**src/rtl/core/msde_pkg.sv**
```systemverilog
package msde_pkg;

  // Number of debounced switches (8 to 64); flip and occupancy always span 64 bits
  localparam int NumSwitches = 64;
  localparam int WordW       = 64;
  localparam int CntW        = 8;
  localparam int SquareW     = 6;
  localparam int ModeW       = 2;
  localparam int CntAddrW    = (NumSwitches > 1) ? $clog2(NumSwitches) : 1;
  localparam int WalkIdxW    = $clog2(NumSwitches + 1);
  localparam int PaddrW      = 4;
  localparam int PdataW      = 32;

  // Item modes; the fourth code means nothing and is ignored
  typedef enum logic [ModeW-1:0] {
    ModeTick   = 2'd0,
    ModeStart  = 2'd1,
    ModeResume = 2'd2
  } mode_e;

  // Register indexes (byte address / 4)
  localparam logic [1:0] RegDrop = 2'd0;
  localparam logic [1:0] RegLift = 2'd1;
  localparam logic [1:0] RegFlip = 2'd2;
  localparam logic [1:0] RegPoll = 2'd3;

  typedef enum logic [1:0] {
    StIdle,
    StWalk,
    StEmit
  } state_e;

  // Counter write request
  typedef struct packed {
    logic                en;
    logic [CntAddrW-1:0] addr;
    logic [CntW-1:0]     data;
  } cnt_wr_t;

  function automatic logic [WordW-1:0] rev_word(input logic [WordW-1:0] v);
    logic [WordW-1:0] r;
    for (int k = 0; k < WordW; k++) begin
      r[k] = v[WordW-1-k];
    end
    return r;
  endfunction

endpackage

```
**src/rtl/core/msde_if.sv**
```systemverilog
// Command channel: one item per poll tick or mode change
interface msde_cmd_if
  import msde_pkg::*;
();
  logic               valid;
  logic               ready;
  logic [ModeW-1:0]   mode;
  logic [WordW-1:0]   raw_rows;

  modport source (output valid, mode, raw_rows, input ready);
  modport sink   (input valid, mode, raw_rows, output ready);
endinterface

// Event channel: one item per debounced change
interface msde_evt_if
  import msde_pkg::*;
();
  logic               valid;
  logic               ready;
  logic [SquareW-1:0] square;
  logic               lifted;
  logic               last_event;
  logic [WordW-1:0]   occupancy;

  modport source (output valid, square, lifted, last_event, occupancy, input ready);
  modport sink   (input valid, square, lifted, last_event, occupancy, output ready);
endinterface

```
**src/rtl/core/msde_cnt_bank.sv**
```systemverilog
// Per-switch change counters: one memory, registered read, valid bit per entry.
// An entry whose valid bit is clear reads as zero, so a bulk clear only resets the valid bits.
module msde_cnt_bank
  import msde_pkg::*;
(
  input  logic                clk_i,
  input  logic                rst_ni,
  input  logic                clr_all_i,
  input  logic [CntAddrW-1:0] rd_addr_i,
  input  cnt_wr_t             wr_i,
  output logic [CntW-1:0]     rd_data_o
);

  logic [CntW-1:0]        mem_q [NumSwitches];
  logic [NumSwitches-1:0] vld_q;
  logic [CntW-1:0]        rdata_q;
  logic                   rvld_q;

  // storage and registered read port
  always_ff @(posedge clk_i) begin
    if (wr_i.en) begin
      mem_q[wr_i.addr] <= wr_i.data;
    end
    rdata_q <= mem_q[rd_addr_i];
  end

  // valid bits
  always_ff @(posedge clk_i or negedge rst_ni) begin
    if (!rst_ni) begin
      vld_q  <= '0;
      rvld_q <= 1'b0;
    end else begin
      rvld_q <= vld_q[rd_addr_i];
      if (clr_all_i) begin
        vld_q <= '0;
      end else if (wr_i.en) begin
        vld_q[wr_i.addr] <= 1'b1;
      end
    end
  end

  assign rd_data_o = rvld_q ? rdata_q : '0;

endmodule

```
**src/rtl/core/multi_switch_debounce_events_unit.sv**
```systemverilog
// 64-switch counter debouncer. A tick item (mode 0, polling enabled) latches the
// raw word (optionally bit-reversed, then inverted) and walks the switch counters
// one per cycle through a single counter memory and one increment/compare unit.
// Then an event scan visits one switch per cycle, unless the output slot is full,
// in ascending order and presents each change on the event channel with the
// occupancy map of the finished tick; scanning ends after the last change.
// Start, resume, undefined modes and ticks with polling off are taken while idle
// and give no event. The command channel is not ready while a tick is in progress.
module multi_switch_debounce_events_unit
  import msde_pkg::*;
(
  input  logic              clk_i,
  input  logic              rst_ni,
  msde_cmd_if.sink          cmd_i,
  msde_evt_if.source        evt_o,
  input  logic              psel,
  input  logic              penable,
  input  logic              pwrite,
  input  logic [PaddrW-1:0] paddr,
  input  logic [PdataW-1:0] pwdata,
  output logic [PdataW-1:0] prdata,
  output logic              pready
);

  state_e state_q, state_d;

  logic [CntW-1:0]        drop_thr_q, lift_thr_q;
  logic                   flip_q, poll_q;
  logic [WordW-1:0]       deb_q, sample_q;
  logic [NumSwitches-1:0] chg_q;
  logic [WalkIdxW-1:0]    rd_idx_q;
  logic                   s1_vld_q;
  logic [CntAddrW-1:0]    s1_idx_q;
  logic [CntAddrW-1:0]    emit_idx_q;

  logic                   evt_vld_q;
  logic [SquareW-1:0]     evt_sq_q;
  logic                   evt_lift_q;
  logic                   evt_last_q;
  logic [WordW-1:0]       evt_occ_q;

  logic                   cmd_fire, cfg_wr, walk_rd, walk_done;
  logic                   tick_go, clr_all;
  logic                   emit_load, emit_skip, slot_free;
  logic [CntW-1:0]        cnt_rd, cnt_inc, cnt_thr;
  logic                   cur_bit, diff_bit, hit;
  logic [NumSwitches-1:0] emit_rest;
  cnt_wr_t                cnt_wr;

  // ---------------- configuration port ----------------
  assign pready = 1'b1;
  assign cfg_wr = psel && penable && pwrite;

  always_comb begin
    prdata = '0;
    unique case (paddr[3:2])
      RegDrop: prdata = PdataW'(drop_thr_q);
      RegLift: prdata = PdataW'(lift_thr_q);
      RegFlip: prdata = PdataW'(flip_q);
      RegPoll: prdata = PdataW'(poll_q);
      default: prdata = '0;
    endcase
  end

  // ---------------- command decode ----------------
  assign cmd_fire = cmd_i.valid && cmd_i.ready;

  always_comb begin
    tick_go = 1'b0;
    clr_all = 1'b0;
    if (cmd_fire) begin
      case (mode_e'(cmd_i.mode))
        ModeTick:   tick_go = poll_q;
        ModeStart:  clr_all = 1'b1;
        ModeResume: clr_all = 1'b1;
        default:    ;
      endcase
    end
  end

  // ---------------- FSM next state ----------------
  assign walk_done = (rd_idx_q == WalkIdxW'(NumSwitches)) && !s1_vld_q;

  always_comb begin
    state_d = state_q;
    unique case (state_q)
      StIdle:  if (tick_go) state_d = StWalk;
      StWalk:  if (walk_done) state_d = StEmit;
      StEmit:  if (chg_q == '0) state_d = StIdle;
      default: state_d = StIdle;
    endcase
  end

  // ---------------- FSM outputs ----------------
  assign slot_free = !evt_vld_q || evt_o.ready;

  always_comb begin
    cmd_i.ready = 1'b0;
    walk_rd     = 1'b0;
    emit_load   = 1'b0;
    emit_skip   = 1'b0;
    unique case (state_q)
      StIdle: cmd_i.ready = 1'b1;
      StWalk: walk_rd = (rd_idx_q != WalkIdxW'(NumSwitches));
      StEmit: begin
        if (chg_q != '0) begin
          if (chg_q[emit_idx_q]) begin
            emit_load = slot_free;
          end else begin
            emit_skip = 1'b1;
          end
        end
      end
      default: ;
    endcase
  end

  // ---------------- shared update unit ----------------
  assign cur_bit  = deb_q[s1_idx_q];
  assign diff_bit = cur_bit ^ sample_q[s1_idx_q];
  assign cnt_inc  = cnt_rd + CntW'(1);
  assign cnt_thr  = cur_bit ? drop_thr_q : lift_thr_q;
  assign hit      = diff_bit && (cnt_inc >= cnt_thr);

  always_comb begin
    cnt_wr.en   = s1_vld_q;
    cnt_wr.addr = s1_idx_q;
    cnt_wr.data = (diff_bit && !hit) ? cnt_inc : '0;
  end

  msde_cnt_bank u_cnt_bank (
    .clk_i     (clk_i),
    .rst_ni    (rst_ni),
    .clr_all_i (clr_all),
    .rd_addr_i (rd_idx_q[CntAddrW-1:0]),
    .wr_i      (cnt_wr),
    .rd_data_o (cnt_rd)
  );

  // remaining changes once the current one goes out
  assign emit_rest = chg_q & ~(NumSwitches'(1) << emit_idx_q);

  // ---------------- control and state registers ----------------
  always_ff @(posedge clk_i or negedge rst_ni) begin
    if (!rst_ni) begin
      state_q    <= StIdle;
      drop_thr_q <= CntW'(3);
      lift_thr_q <= CntW'(3);
      flip_q     <= 1'b0;
      poll_q     <= 1'b0;
      deb_q      <= '1;
      chg_q      <= '0;
      rd_idx_q   <= '0;
      s1_vld_q   <= 1'b0;
      s1_idx_q   <= '0;
      emit_idx_q <= '0;
      evt_vld_q  <= 1'b0;
    end else begin
      state_q <= state_d;

      // register writes
      if (cfg_wr) begin
        unique case (paddr[3:2])
          RegDrop: drop_thr_q <= pwdata[CntW-1:0];
          RegLift: lift_thr_q <= pwdata[CntW-1:0];
          RegFlip: flip_q     <= pwdata[0];
          RegPoll: poll_q     <= pwdata[0];
          default: ;
        endcase
      end

      // start and resume
      if (clr_all) begin
        poll_q <= 1'b1;
        if (mode_e'(cmd_i.mode) == ModeStart) begin
          deb_q <= '1;
        end
      end

      // tick start
      if (tick_go) begin
        rd_idx_q   <= '0;
        chg_q      <= '0;
        emit_idx_q <= '0;
      end

      // walk: read stage then update stage
      s1_vld_q <= walk_rd;
      if (walk_rd) begin
        s1_idx_q <= rd_idx_q[CntAddrW-1:0];
        rd_idx_q <= rd_idx_q + WalkIdxW'(1);
      end
      if (s1_vld_q && hit) begin
        deb_q[s1_idx_q] <= ~cur_bit;
        chg_q[s1_idx_q] <= 1'b1;
      end

      // event scan
      if (emit_load) begin
        chg_q[emit_idx_q] <= 1'b0;
      end
      if (emit_load || emit_skip) begin
        emit_idx_q <= emit_idx_q + CntAddrW'(1);
      end

      // output slot
      if (emit_load) begin
        evt_vld_q <= 1'b1;
      end else if (evt_o.ready) begin
        evt_vld_q <= 1'b0;
      end
    end
  end

  // ---------------- payload registers ----------------
  always_ff @(posedge clk_i) begin
    if (tick_go) begin
      sample_q <= ~(flip_q ? rev_word(cmd_i.raw_rows) : cmd_i.raw_rows);
    end
    if (emit_load) begin
      evt_sq_q   <= SquareW'(emit_idx_q);
      evt_lift_q <= deb_q[emit_idx_q];
      evt_last_q <= (emit_rest == '0);
      evt_occ_q  <= rev_word(~deb_q);
    end
  end

  assign evt_o.valid      = evt_vld_q;
  assign evt_o.square     = evt_sq_q;
  assign evt_o.lifted     = evt_lift_q;
  assign evt_o.last_event = evt_last_q;
  assign evt_o.occupancy  = evt_occ_q;

endmodule

```
**src/flat_wrapper.sv**
```systemverilog
// flat-port wrapper written by rule: the top's interface ports become plain ports
module multi_switch_debounce_events_unit_flat import msde_pkg::*;
  (clk_i, rst_ni, psel, penable, pwrite, paddr, pwdata, prdata, pready, cmd_i_valid, cmd_i_mode, cmd_i_raw_rows, cmd_i_ready, evt_o_valid, evt_o_square, evt_o_lifted, evt_o_last_event, evt_o_occupancy, evt_o_ready);
  msde_cmd_if cmd_i_i ();
  msde_evt_if evt_o_i ();
  input  logic clk_i;
  input  logic rst_ni;
  input  logic psel;
  input  logic penable;
  input  logic pwrite;
  input  logic [PaddrW-1:0] paddr;
  input  logic [PdataW-1:0] pwdata;
  output logic [PdataW-1:0] prdata;
  output logic pready;
  input wire logic [$bits(cmd_i_i.valid)-1:0] cmd_i_valid;
  input wire logic [$bits(cmd_i_i.mode)-1:0] cmd_i_mode;
  input wire logic [$bits(cmd_i_i.raw_rows)-1:0] cmd_i_raw_rows;
  output wire logic [$bits(cmd_i_i.ready)-1:0] cmd_i_ready;
  output wire logic [$bits(evt_o_i.valid)-1:0] evt_o_valid;
  output wire logic [$bits(evt_o_i.square)-1:0] evt_o_square;
  output wire logic [$bits(evt_o_i.lifted)-1:0] evt_o_lifted;
  output wire logic [$bits(evt_o_i.last_event)-1:0] evt_o_last_event;
  output wire logic [$bits(evt_o_i.occupancy)-1:0] evt_o_occupancy;
  input wire logic [$bits(evt_o_i.ready)-1:0] evt_o_ready;
  assign cmd_i_i.valid = cmd_i_valid;
  assign cmd_i_i.mode = cmd_i_mode;
  assign cmd_i_i.raw_rows = cmd_i_raw_rows;
  assign cmd_i_ready = cmd_i_i.ready;
  assign evt_o_valid = evt_o_i.valid;
  assign evt_o_square = evt_o_i.square;
  assign evt_o_lifted = evt_o_i.lifted;
  assign evt_o_last_event = evt_o_i.last_event;
  assign evt_o_occupancy = evt_o_i.occupancy;
  assign evt_o_i.ready = evt_o_ready;
  multi_switch_debounce_events_unit u_core (.clk_i(clk_i), .rst_ni(rst_ni), .cmd_i(cmd_i_i), .evt_o(evt_o_i), .psel(psel), .penable(penable), .pwrite(pwrite), .paddr(paddr), .pwdata(pwdata), .prdata(prdata), .pready(pready));
endmodule
```
**config.mk**
```make
export PLATFORM = sky130hd
export DESIGN_NAME = multi_switch_debounce_events_unit_flat
export DESIGN_NICKNAME = d
export VERILOG_FILES = /design/src/rtl/core/msde_pkg.sv /design/src/rtl/core/msde_if.sv /design/src/rtl/core/msde_cnt_bank.sv /design/src/rtl/core/multi_switch_debounce_events_unit.sv /design/src/flat_wrapper.sv
export SDC_FILE = /design/constraint.sdc
export NUM_CORES = 1
export LEC_CHECK = 0
export BUFFER_PORTS_ARGS = -buffer_cell sky130_fd_sc_hd__buf_2
export CORE_MARGIN = 5
export CORE_UTILIZATION = 36
export DETAILED_ROUTE_END_ITERATION = 12
export PLACE_DENSITY = 0.54
export SLEW_MARGIN = 20
export SYNTH_ARGS = -nofsm -noshare
export SYNTH_HDL_FRONTEND = slang
export SYNTH_SLANG_ARGS = --single-unit
```
**constraint.sdc**
```tcl
create_clock -name clk_i -period 9.3 [get_ports clk_i]
set_input_delay 1.86 -clock clk_i [delete_from_list [all_inputs] [get_ports clk_i]]
set_output_delay 1.86 -clock clk_i [all_outputs]
set_load 0.02 [all_outputs]
```
== Word level (Yosys, flattened, before mapping) ==
Memory sizes are Yosys's and may differ from the RTL's. A register that Yosys moved wholly into a read port is not among the register bits.
Index checks and enable logic that the tools add are counted.

* Output and inout bits: 107
* Logic and storage cells: 139
* Input bits: 109
* Memories kept: 1
* Bits in registers: 370
* RAM bits: 512

{| class="wikitable"
|+ Memory list
! name !! depth !! bits a word !! rd ports !! clocked after memory_dff !! write ports !! line !! RTL
|-
| u_core.u_cnt_bank.mem_q || 64 || 8 || 1 || 1 || 1 || msde_cnt_bank.sv:14 || <nowiki>logic [CntW-1:0] mem_q [NumSwitches];</nowiki>
|}

* Order comparisons: 6
* Bitwise gates (word level): 10
* Reduce and logical (&&, ||, !) cells: 32
* Equal/unequal tests: 12
* Shift-type cells: 1
* Add/subtract/negate cells: 3
* Mux-type cells: 55

{| class="wikitable"
|+ Operators with widths
! cell !! count
|-
| $mux 64 || 9
|-
| $not 64->64 || 4
|-
| $and 64x64->64 || 2
|-
| $logic_not 64->1 || 2
|-
| $or 64x64->64 || 2
|-
| $pmux 32 s4 || 1
|-
| $bwmux 64 || 1
|-
| $reduce_bool 64->1 || 1
|-
| $shl 1x6->64 const A || 1
|-
| $bmux 1 s6 || 5
|-
| $mux 1 || 26
|-
| $mux 8 || 3
|-
| $lt 6x7->1 const B || 3
|-
| $mux 7 || 2
|-
| $demux 1 s6 || 2
|-
| $ge 6x1->1 const B || 2
|-
| $mux 6 || 2
|-
| $reduce_bool 2->1 || 6
|-
| $logic_and 1x1->1 || 9
|-
| $add 8x1->8 const B || 1
|-
| $eq 2x2->1 const B || 4
|-
| $ge 8x8->1 || 1
|-
| $reduce_and 2->1 || 4
|-
| $add 7x1->7 const B || 1
|-
| other kinds (14) || 25
|}

== Depth between registers and ports, before layout ==
Gate-level depths: netlist of run 1.

* Word-level depth: 9
* Depth in mapped cells: 21
* Mapped depth without buffers: 14

== By module ==
A second synthesis of run 1 with hierarchy kept.

* Cells, all modules: 2703
* Area, all modules: 39076.2 um2

{| class="wikitable"
|+ By module, submodules not included
! module !! sequential area each (um2) !! times used !! area an instance (um2) !! cells each
|-
| msde_cnt_bank || 17161.5 || 1 || 22726.8 || 1174
|-
| multi_switch_debounce_events_unit || 8398.1 || 1 || 16349.4 || 1529
|}

== Worst setup path after synthesis of run 1 ==
No wires, ideal clock.

* Kind: reg-to-reg
* From: reg u_core.s1_idx_q[2]
* To: mem u_core.u_cnt_bank.mem_q[0][0], data pin
* Period minus slack after synthesis: 7489 ps
* Path buffers: 4
* Required time: 8619 ps
* Library setup time: 681 ps
* Slack: 1811 ps
* Stages on the path, launching flop included: 19
* Arrival time: 6809 ps
* Path through: dfrtp_1 buf_1 mux4_2 a22o_1 a31oi_1 or4b_1 or4b_4 buf_6 mux2_2 ha_1 nand2b_1 a21o_1 a21o_1 a21oi_1 o21a_1 clkbuf_1 clkbuf_1 nor2_1 nor3_1

{| class="wikitable"
|+ RTL lines
! item !! line !! RTL
|-
| start: declaration || multi_switch_debounce_events_unit.sv:33 || <nowiki>logic [CntAddrW-1:0] s1_idx_q;</nowiki>
|-
| start signal: assignment || multi_switch_debounce_events_unit.sv:190 || <nowiki>s1_idx_q <= rd_idx_q[CntAddrW-1:0];</nowiki>
|-
| end: declaration || msde_cnt_bank.sv:14 ||
|}

==> out/metrics.csv, run 1 <==
metric;value;unit
outcome;completed;
n_diodes;0;
vias post-DR;25880;
Hold Vio Cnt, Final;0;
I/O Pins;216;
Worst-Skew Late Latency;0.68;ns
GRT Overall Usage;20.72;%
Yosys cell types;70;
synthesized area per cell;14.39;µm²
Worst Path Arrival;6.92;ns
share of layout cells above drive strength 1;25.16;%
relative slew slack;19.79;%
setup TNS;0;ns
row count;123;
Post-Synth XOR/XNOR Area;0.2410;%
crit path cell chain;buf_4, nor2_1, o211ai_1, a31oi_1, or4b_1, or4b_4, mux2_2, ha_1, nand2b_1, a21o_1, a21o_1, a21oi_1, o21ai_4, buf_4, nand2_1, and3_4;
clk sink count;890;
Layout area overhead;13.92;%
Setup crit end;u_core.u_cnt_bank.mem_q[33][5];
PostCTS Resize Cnt;0;
first drt pass iteration count;6;
clk buf depth;3;
pwr/cell area;187.5;mW/mm²
die area;0.1193;mm²
CTS tree;done;
DP HPWL;86100;µm
slew of the pin with the lowest slew margin;1.197;ns
final core occ;41.18;%
ys async rst share;26.29;%
Fillers;10310;
postcts setup bufs;0;
nets;3062;
reg2reg path depth;16;
period utilization;70.58;%
Synth Area in Compound Gates;8.512;%
hold_buf cts;0;
port bufs;164;
r2r endpoint;u_core.u_cnt_bank.mem_q[33][5];
root buf cell;clkbuf_16;
RSZ-0062 raised after global routing;no;
global route overflow;0;
Ys Warns;0;
max-slew violations;0;
antenna violations before repair;3;
cell count after synthesis;2814;
kind of critical path;reg2reg;
Clock Pin Slew Worst Setup and Hold Paths;0.06;ns
reg2reg setup slack;2.74;ns
CP max FO;64;
Synth Area in Adders;0.5870;%
pin count of the biggest net entering global routing;95;
Core Region;0.1120;mm²
WL per Instance;27.99;µm
Fin Hold WS;0.4880;ns
Die Width;345.4;µm
min Tclk post-route;6.564;ns
Crit path buffers/inverters;2;
final WL;126400;µm
register bit count reported by yosys;890;
routability-driven placement congestion ratio;0.9348;
CP Launch Type;register;
mux contribution to synthesized area;16.28;%
DRT iter0 DRCs;2706;
initial core utilization;36.15;%
sequential element share of the synthesized area;63.12;%
Register Area;0.02558;mm²
first-pass GRT wire length;184800;µm
post-route clock skew;0.03012;ns
Setup-failing EPs final;0;
Worst Hold Class;reg2reg;
Multi-input gate area;0.01372;mm²
max incr delay on CP;0.81;ns
delay-heaviest family, CP;simple AND/OR/NAND/NOR gates;
Crit. End Element;register;
FMAX;0.1523;GHz
Slowest-stage cell, CP;nor2_1;
Synth Flop Type;edfxtp_1;
CTS buffer count;96;
Max Cap Viol;0;
launch point of the critical path;u_core.s1_idx_q[0];
Post-synth EDFFs;648;
Reg-to-Reg Start;u_core.s1_idx_q[0];
Req. time, crit path;9.66;ns
Crit path depth;16;
combinational family with the most area after synthesis;multiplexers;
H-tree depth;3;
Post-Syn Area;0.04050;mm²
Simple-Gate Fraction of Synth Area;7.594;%
Leakage Power;15.99;nW
DRC violations left;0;
vias in the first global route;26260;
Worst VDD drop;0.1277;mV
die height;345.4;µm
antenna viol nets, final;0;
via/cell ratio;5.729;
==> cells in the final DEF, fill, tap and decap left out, drive strengths merged, types with 46 or more instances in the layout <==
cell type / n
mux2i: 131
dfrtp: 166
nor2: 207
edfxtp: 648
dfstp: 68
o21ai: 61
a221oi: 46
a21oi: 76
buf: 225
mux4: 219
inv: 124
clkbuf: 132
nand2: 276
==> cell type report <==
type,count,area share (%)
clock buffers,132,5.926
multi-input cells,1603,29.74
well taps,1500,4.068
inverters,118,0.9601
clock inverters,49,1.036
flip-flops and latches,890,55.44
repair buffers,225,2.829
==> cell usage after synthesis, types with 10 or more instances <==
library cell | instances | area, µm²
buf_2 | 18 | 90.09
a31oi_1 | 44 | 275.3
nand2b_1 | 10 | 62.56
nor4_1 | 29 | 181.4
mux2_2 | 31 | 349.1
nor2b_1 | 17 | 106.4
and2_1 | 17 | 106.4
mux2i_1 | 131 | 1311
ha_1 | 19 | 237.7
edfxtp_1 | 648 | 19460
o21bai_1 | 14 | 105.1
o22ai_1 | 12 | 75.07
and3_1 | 11 | 68.82
o31ai_1 | 25 | 187.7
mux4_2 | 219 | 4932
nand4_1 | 22 | 137.6
dfstp_2 | 68 | 1787
clkbuf_1 | 142 | 533.0
a21oi_1 | 76 | 380.4
a211oi_1 | 14 | 105.1
o221a_2 | 14 | 157.7
nor3_1 | 25 | 125.1
o21ai_0 | 59 | 295.3
a21boi_0 | 44 | 330.3
buf_4 | 30 | 225.2
dfrtp_1 | 166 | 4154
buf_1 | 29 | 108.9
nand3_1 | 28 | 140.1
a221oi_1 | 46 | 402.9
a41oi_1 | 23 | 201.4
inv_1 | 117 | 439.2
o21a_1 | 32 | 240.2
nand2_1 | 276 | 1036
o41ai_1 | 39 | 341.6
nor2_1 | 207 | 777.0
==> worst reg2reg max path, cell delays in order, from the launching register on <==
cell      delay (ns)
dfrtp_1         0.64
buf_4           0.34
nor2_1          0.81
o211ai_1        0.29
a31oi_1         0.21
or4b_1          0.45
or4b_4          0.67
mux2_2          0.38
ha_1            0.29
nand2b_1        0.15
a21o_1          0.17
a21o_1          0.17
a21oi_1         0.31
o21ai_4         0.06
buf_4           0.28
nand2_1         0.28
and3_4          0.71
==> registers in the layout (all words and copies together), names as in the netlist, 7 cells and up <==
name                       cells
u_core.u_cnt_bank.mem_q      512
u_core.deb_q                  64
u_core.evt_o.occupancy        64
u_core.u_cnt_bank.vld_q       64
u_core.drop_thr_q              8
u_core.u_cnt_bank.rdata_q      8
u_core.chg_q                  64
u_core.lift_thr_q              8
u_core.sample_q               64
u_core.rd_idx_q                7
==> routing by layer <==
layer	part of all wire [%]	up-vias	track usage, %	routed length [µm]
met5	0.010	-	0	13
met4	3.7	2	6.936	4738
met3	6.4	238	3.999	8035
met2	48	1035	34.06	61060
met1	42	13500	27.79	52600
li1	-	11110	-	-
==> power by group <==
| group | switching, mW | total, mW | internal, mW |
|---|---|---|---|
| sequential | 0.0527 | 4.38 | 4.32 |
| combinational | 0.287 | 0.406 | 0.119 |
| clock | 1.61 | 3.87 | 2.26 |
==> per-stage QoR <==
stage	cell area [µm²]	total power, mW	setup WS (ns)	cells
floorplan	40580	4.694	1.811	2837
global route	46130	8.930	2.420	4517
detailed placement	42850	4.862	2.380	4336
CTS	46070	8.729	2.340	4517
global placement	42850	4.844	2.514	4336
finish	46130	8.650	2.736	4517
==> how the worst min path moves through the flow <==
| stage | depth (start not counted) | to | start | slack (ns) |
|---|---|---|---|---|
| finish | 1 | u_core.u_cnt_bank.vld_q[54] | u_core.u_cnt_bank.vld_q[54] | 0.49 |
| global route | 1 | u_core.u_cnt_bank.vld_q[22] | u_core.u_cnt_bank.vld_q[22] | 0.51 |
| CTS | 1 | u_core.u_cnt_bank.vld_q[54] | u_core.u_cnt_bank.vld_q[54] | 0.49 |
| detailed placement | 1 | u_core.u_cnt_bank.vld_q[54] | u_core.u_cnt_bank.vld_q[54] | 0.48 |
| global placement | 1 | u_core.u_cnt_bank.vld_q[15] | u_core.u_cnt_bank.vld_q[15] | 0.47 |
| floorplan | 0 | u_core.evt_o.square[3] | u_core.emit_idx_q[3] | 0.42 |
==> cell families after synthesis <==
family                   after synthesis
other                                  2
buffers and inverters                344
AO/OA/AOI/OAI                        484
multiplexers                         381
XOR/XNOR                               9
AND/OR/NAND/NOR                      685
flip-flops                           890
adder cells (fa/ha/maj)               19
Note: power is estimated with default switching activity, not from simulation.
==> inputs of run 2 (changes only) <==
--- a/config.mk
+++ b/config.mk
@@ -9,7 +9,7 @@
 export CORE_MARGIN = 5
 export CORE_UTILIZATION = 36
 export DETAILED_ROUTE_END_ITERATION = 12
-export PLACE_DENSITY = 0.54
+export PLACE_DENSITY = 0.56
 export SLEW_MARGIN = 20
 export SYNTH_ARGS = -nofsm -noshare
 export SYNTH_HDL_FRONTEND = slang
==> constraint.sdc (replaced) <==
create_clock -name clk_i -period 6 [get_ports clk_i]
set_input_delay 1.2 -clock clk_i [delete_from_list [all_inputs] [get_ports clk_i]]
set_output_delay 1.2 -clock clk_i [all_outputs]
set_load 0.02 [all_outputs]
==> out/metrics.csv, run 2 (synthesized netlist as in run 1, its figures left out) <==
metric;value;unit;change
Max Cap Viol;0;;unchanged
Worst VDD drop;0.2035;mV;+59%
global route overflow;0;;unchanged
Hold Vio Cnt, Final;0;;unchanged
DP HPWL;81510;µm;-5.3%
DRC violations left;0;;unchanged
vias post-DR;25770;;-0.39%
die area;0.1193;mm²;unchanged
clk sink count;890;;unchanged
slew of the pin with the lowest slew margin;1.094;ns;-0.1023 ns
Worst Path Arrival;5.92;ns;-1.00 ns
port bufs;164;;unchanged
via/cell ratio;5.681;;-0.83%
max-slew violations;0;;unchanged
Reg-to-Reg Start;u_core.s1_idx_q[2];;
hold_buf cts;0;;unchanged
CTS buffer count;95;;-1.0%
Leakage Power;16.10;nW;+0.68%
nets;3083;;+0.69%
CTS tree;done;;
pwr/cell area;289.2;mW/mm²;+54%
Worst Hold Class;reg2reg;;
reg2reg path depth;15;;-1
Flop pwr share;50.5;%;about the same
kind of critical path;reg2reg;;
CP Launch Type;register;;
period utilization;91.20;%;+21 points
share of layout cells above drive strength 1;25.50;%;+0.35 points
Core Region;0.1120;mm²;unchanged
initial core utilization;36.15;%;unchanged
Slowest-stage cell, CP;dfrtp_2;;
Req. time, crit path;6.44;ns;-3.22 ns
postcts setup bufs;0;;unchanged
Crit. End Element;register;;
Net Sw Power;2.976;mW;+53%
Logic pwr share;4.9;%;+0.2 points
row count;123;;unchanged
Clock Pin Slew Worst Setup and Hold Paths;0.06;ns;about the same
commonest non-fill, non-tap cell in the layout;edfxtp_1;;
relative slew slack;26.48;%;+6.7 points
Setup-failing EPs final;0;;unchanged
root buf cell;clkbuf_16;;
number of flip-flops in the largest register;512;;unchanged
WHS Endpoint;u_core.u_cnt_bank.vld_q[46];;
post-route clock skew;0.03413;ns;+0.004012 ns
Crit path buffers/inverters;1;;-1
PostCTS Resize Cnt;0;;unchanged
H-tree depth;3;;unchanged
die height;345.4;µm;unchanged
RSZ-0062 raised after global routing;no;;
Fillers;10330;;+0.16%
final WL;121300;µm;-4.0%
Pint;10.44;mW;+56%
CP max FO;52;;-19%
r2r endpoint;u_core.u_cnt_bank.mem_q[16][6];;
WL per Instance;26.74;µm;-4.5%
FMAX;0.1828;GHz;+20%
setup TNS;0;ns;unchanged
Hold Crit Depth;1;;unchanged
GRT Overall Usage;19.83;%;-0.89 points
min Tclk post-route;5.472;ns;-1.092 ns
first-pass GRT wire length;178400;µm;-3.4%
antenna violations before repair;3;;unchanged
switch share;22.19;%;-0.31 points
vias in the first global route;25420;;-3.2%
DRT iter0 DRCs;2710;;+0.15%
delay-heaviest family, CP;simple AND/OR/NAND/NOR gates;;
Hold Startpoint;u_core.u_cnt_bank.vld_q[46];;
most frequent cells in the layout;edfxtp_1, nand2_1, mux4_2;;
antenna viol nets, final;0;;unchanged
Die Width;345.4;µm;unchanged
Worst-Skew Late Latency;0.68;ns;about the same
Layout area overhead;14.52;%;
outcome;completed;;
crit path cell chain;mux4_2, a22o_1, a31oi_1, or4b_1, or4b_4, mux2_2, ha_1, nand2b_1, a21o_1, a21o_1, a21oi_1, o21ai_4, nand2_1, and3_2, buf_12;;
cell mode on critical path;a21o_1;;
I/O Pins;216;;unchanged
routability-driven placement congestion ratio;0.9062;;-3.1%
Largest Register;u_core.u_cnt_bank.mem_q;;
reg2reg setup slack;0.53;ns;-2.21 ns
first drt pass iteration count;6;;unchanged
clock share of power;44.6;%;about the same
max incr delay on CP;0.74;ns;-0.07 ns
clk buf depth;3;;unchanged
pin count of the biggest net entering global routing;108;;+14%
Final Total Pwr;13.41;mW;+55%
==> run 2: changes by cell type in the layout (fill, tap and decap cells not counted), moves of 4 or more <==
| cell | previous run | this run |
|---|---|---|
| buf_12 | 1 | 15 |
| buf_4 | 59 | 68 |
| and3_2 | 0 | 8 |
| and3_4 | 8 | 0 |
| clkbuf_1 | 22 | 29 |
| clkinv_1 | 13 | 7 |
| clkbuf_8 | 9 | 4 |
| clkinvlp_4 | 1 | 6 |
| bufinv_16 | 7 | 11 |
==> run 2: layout make-up <==
cell class	instances	area (µm²)	share of cell area [%]
diodes	2	5.005	0.01079
clock buffers	131	2616	5.641
clock inverters	46	545.5	1.176
inverters	118	442.9	0.9551
multi-input cells	1603	13670	29.47
flip-flops and latches	890	25580	55.16
well taps	1500	1877	4.047
repair buffers	247	1642	3.540
==> run 2: worst max-delay path by stage <==
stage / start / endpoint / slack [ns] / depth (start not counted)
2_1_floorplan: u_core.s1_idx_q[2] / u_core.u_cnt_bank.mem_q[0][0] / 0.34 / 18
3_3_place_gp: u_core.s1_idx_q[2] / u_core.u_cnt_bank.mem_q[28][0] / 0.64 / 15
3_5_place_dp: u_core.s1_idx_q[2] / u_core.u_cnt_bank.mem_q[31][6] / 0.61 / 15
4_1_cts: u_core.s1_idx_q[2] / u_core.u_cnt_bank.mem_q[47][0] / 0.58 / 15
5_1_grt: u_core.s1_idx_q[1] / u_core.u_cnt_bank.mem_q[26][6] / 0.44 / 16
6_report: u_core.s1_idx_q[2] / u_core.u_cnt_bank.mem_q[16][6] / 0.53 / 15
==> run 2: metal layers <==
metal | up-vias | part of all wire (%) | GRT usage (%)
met4 | 2 | 3.6 | 6.802
met3 | 226 | 6.3 | 3.252
met5 | - | 0.011 | 0
met1 | 13390 | 43 | 28.18
met2 | 1016 | 47 | 31.15
li1 | 11140 | - | -
==> run 2: worst register-to-register path: stages (launching register included) <==
cell	delay, ns
dfrtp_2	0.74
mux4_2	0.40
a22o_1	0.25
a31oi_1	0.13
or4b_1	0.58
or4b_4	0.69
mux2_2	0.33
ha_1	0.28
nand2b_1	0.14
a21o_1	0.17
a21o_1	0.17
a21oi_1	0.33
o21ai_4	0.10
nand2_1	0.19
and3_2	0.40
buf_12	0.26
==> run 2: power by group through the flow <==
stage	sequential (mW)	combinational (mW)	clock, mW
floorplan	6.84	0.431	0
global placement	6.90	0.650	0
detailed placement	6.90	0.655	0
CTS	6.77	0.655	6.10
global route	6.78	0.706	6.36
finish	6.78	0.652	5.98
==> run 2: through the flow <==
step	setup WS [ns]	util [%]	area, µm²	instances	hold WS, ns
floorplan	0.3390	-	40590	2837	0.4231
global placement	0.6405	38.56	43200	4358	0.4685
detailed placement	0.6084	38.56	43200	4358	0.4778
global route	0.4376	41.39	46370	4535	0.5080
CTS	0.5787	41.38	46370	4535	0.4914
finish	0.5282	41.39	46380	4537	0.4897
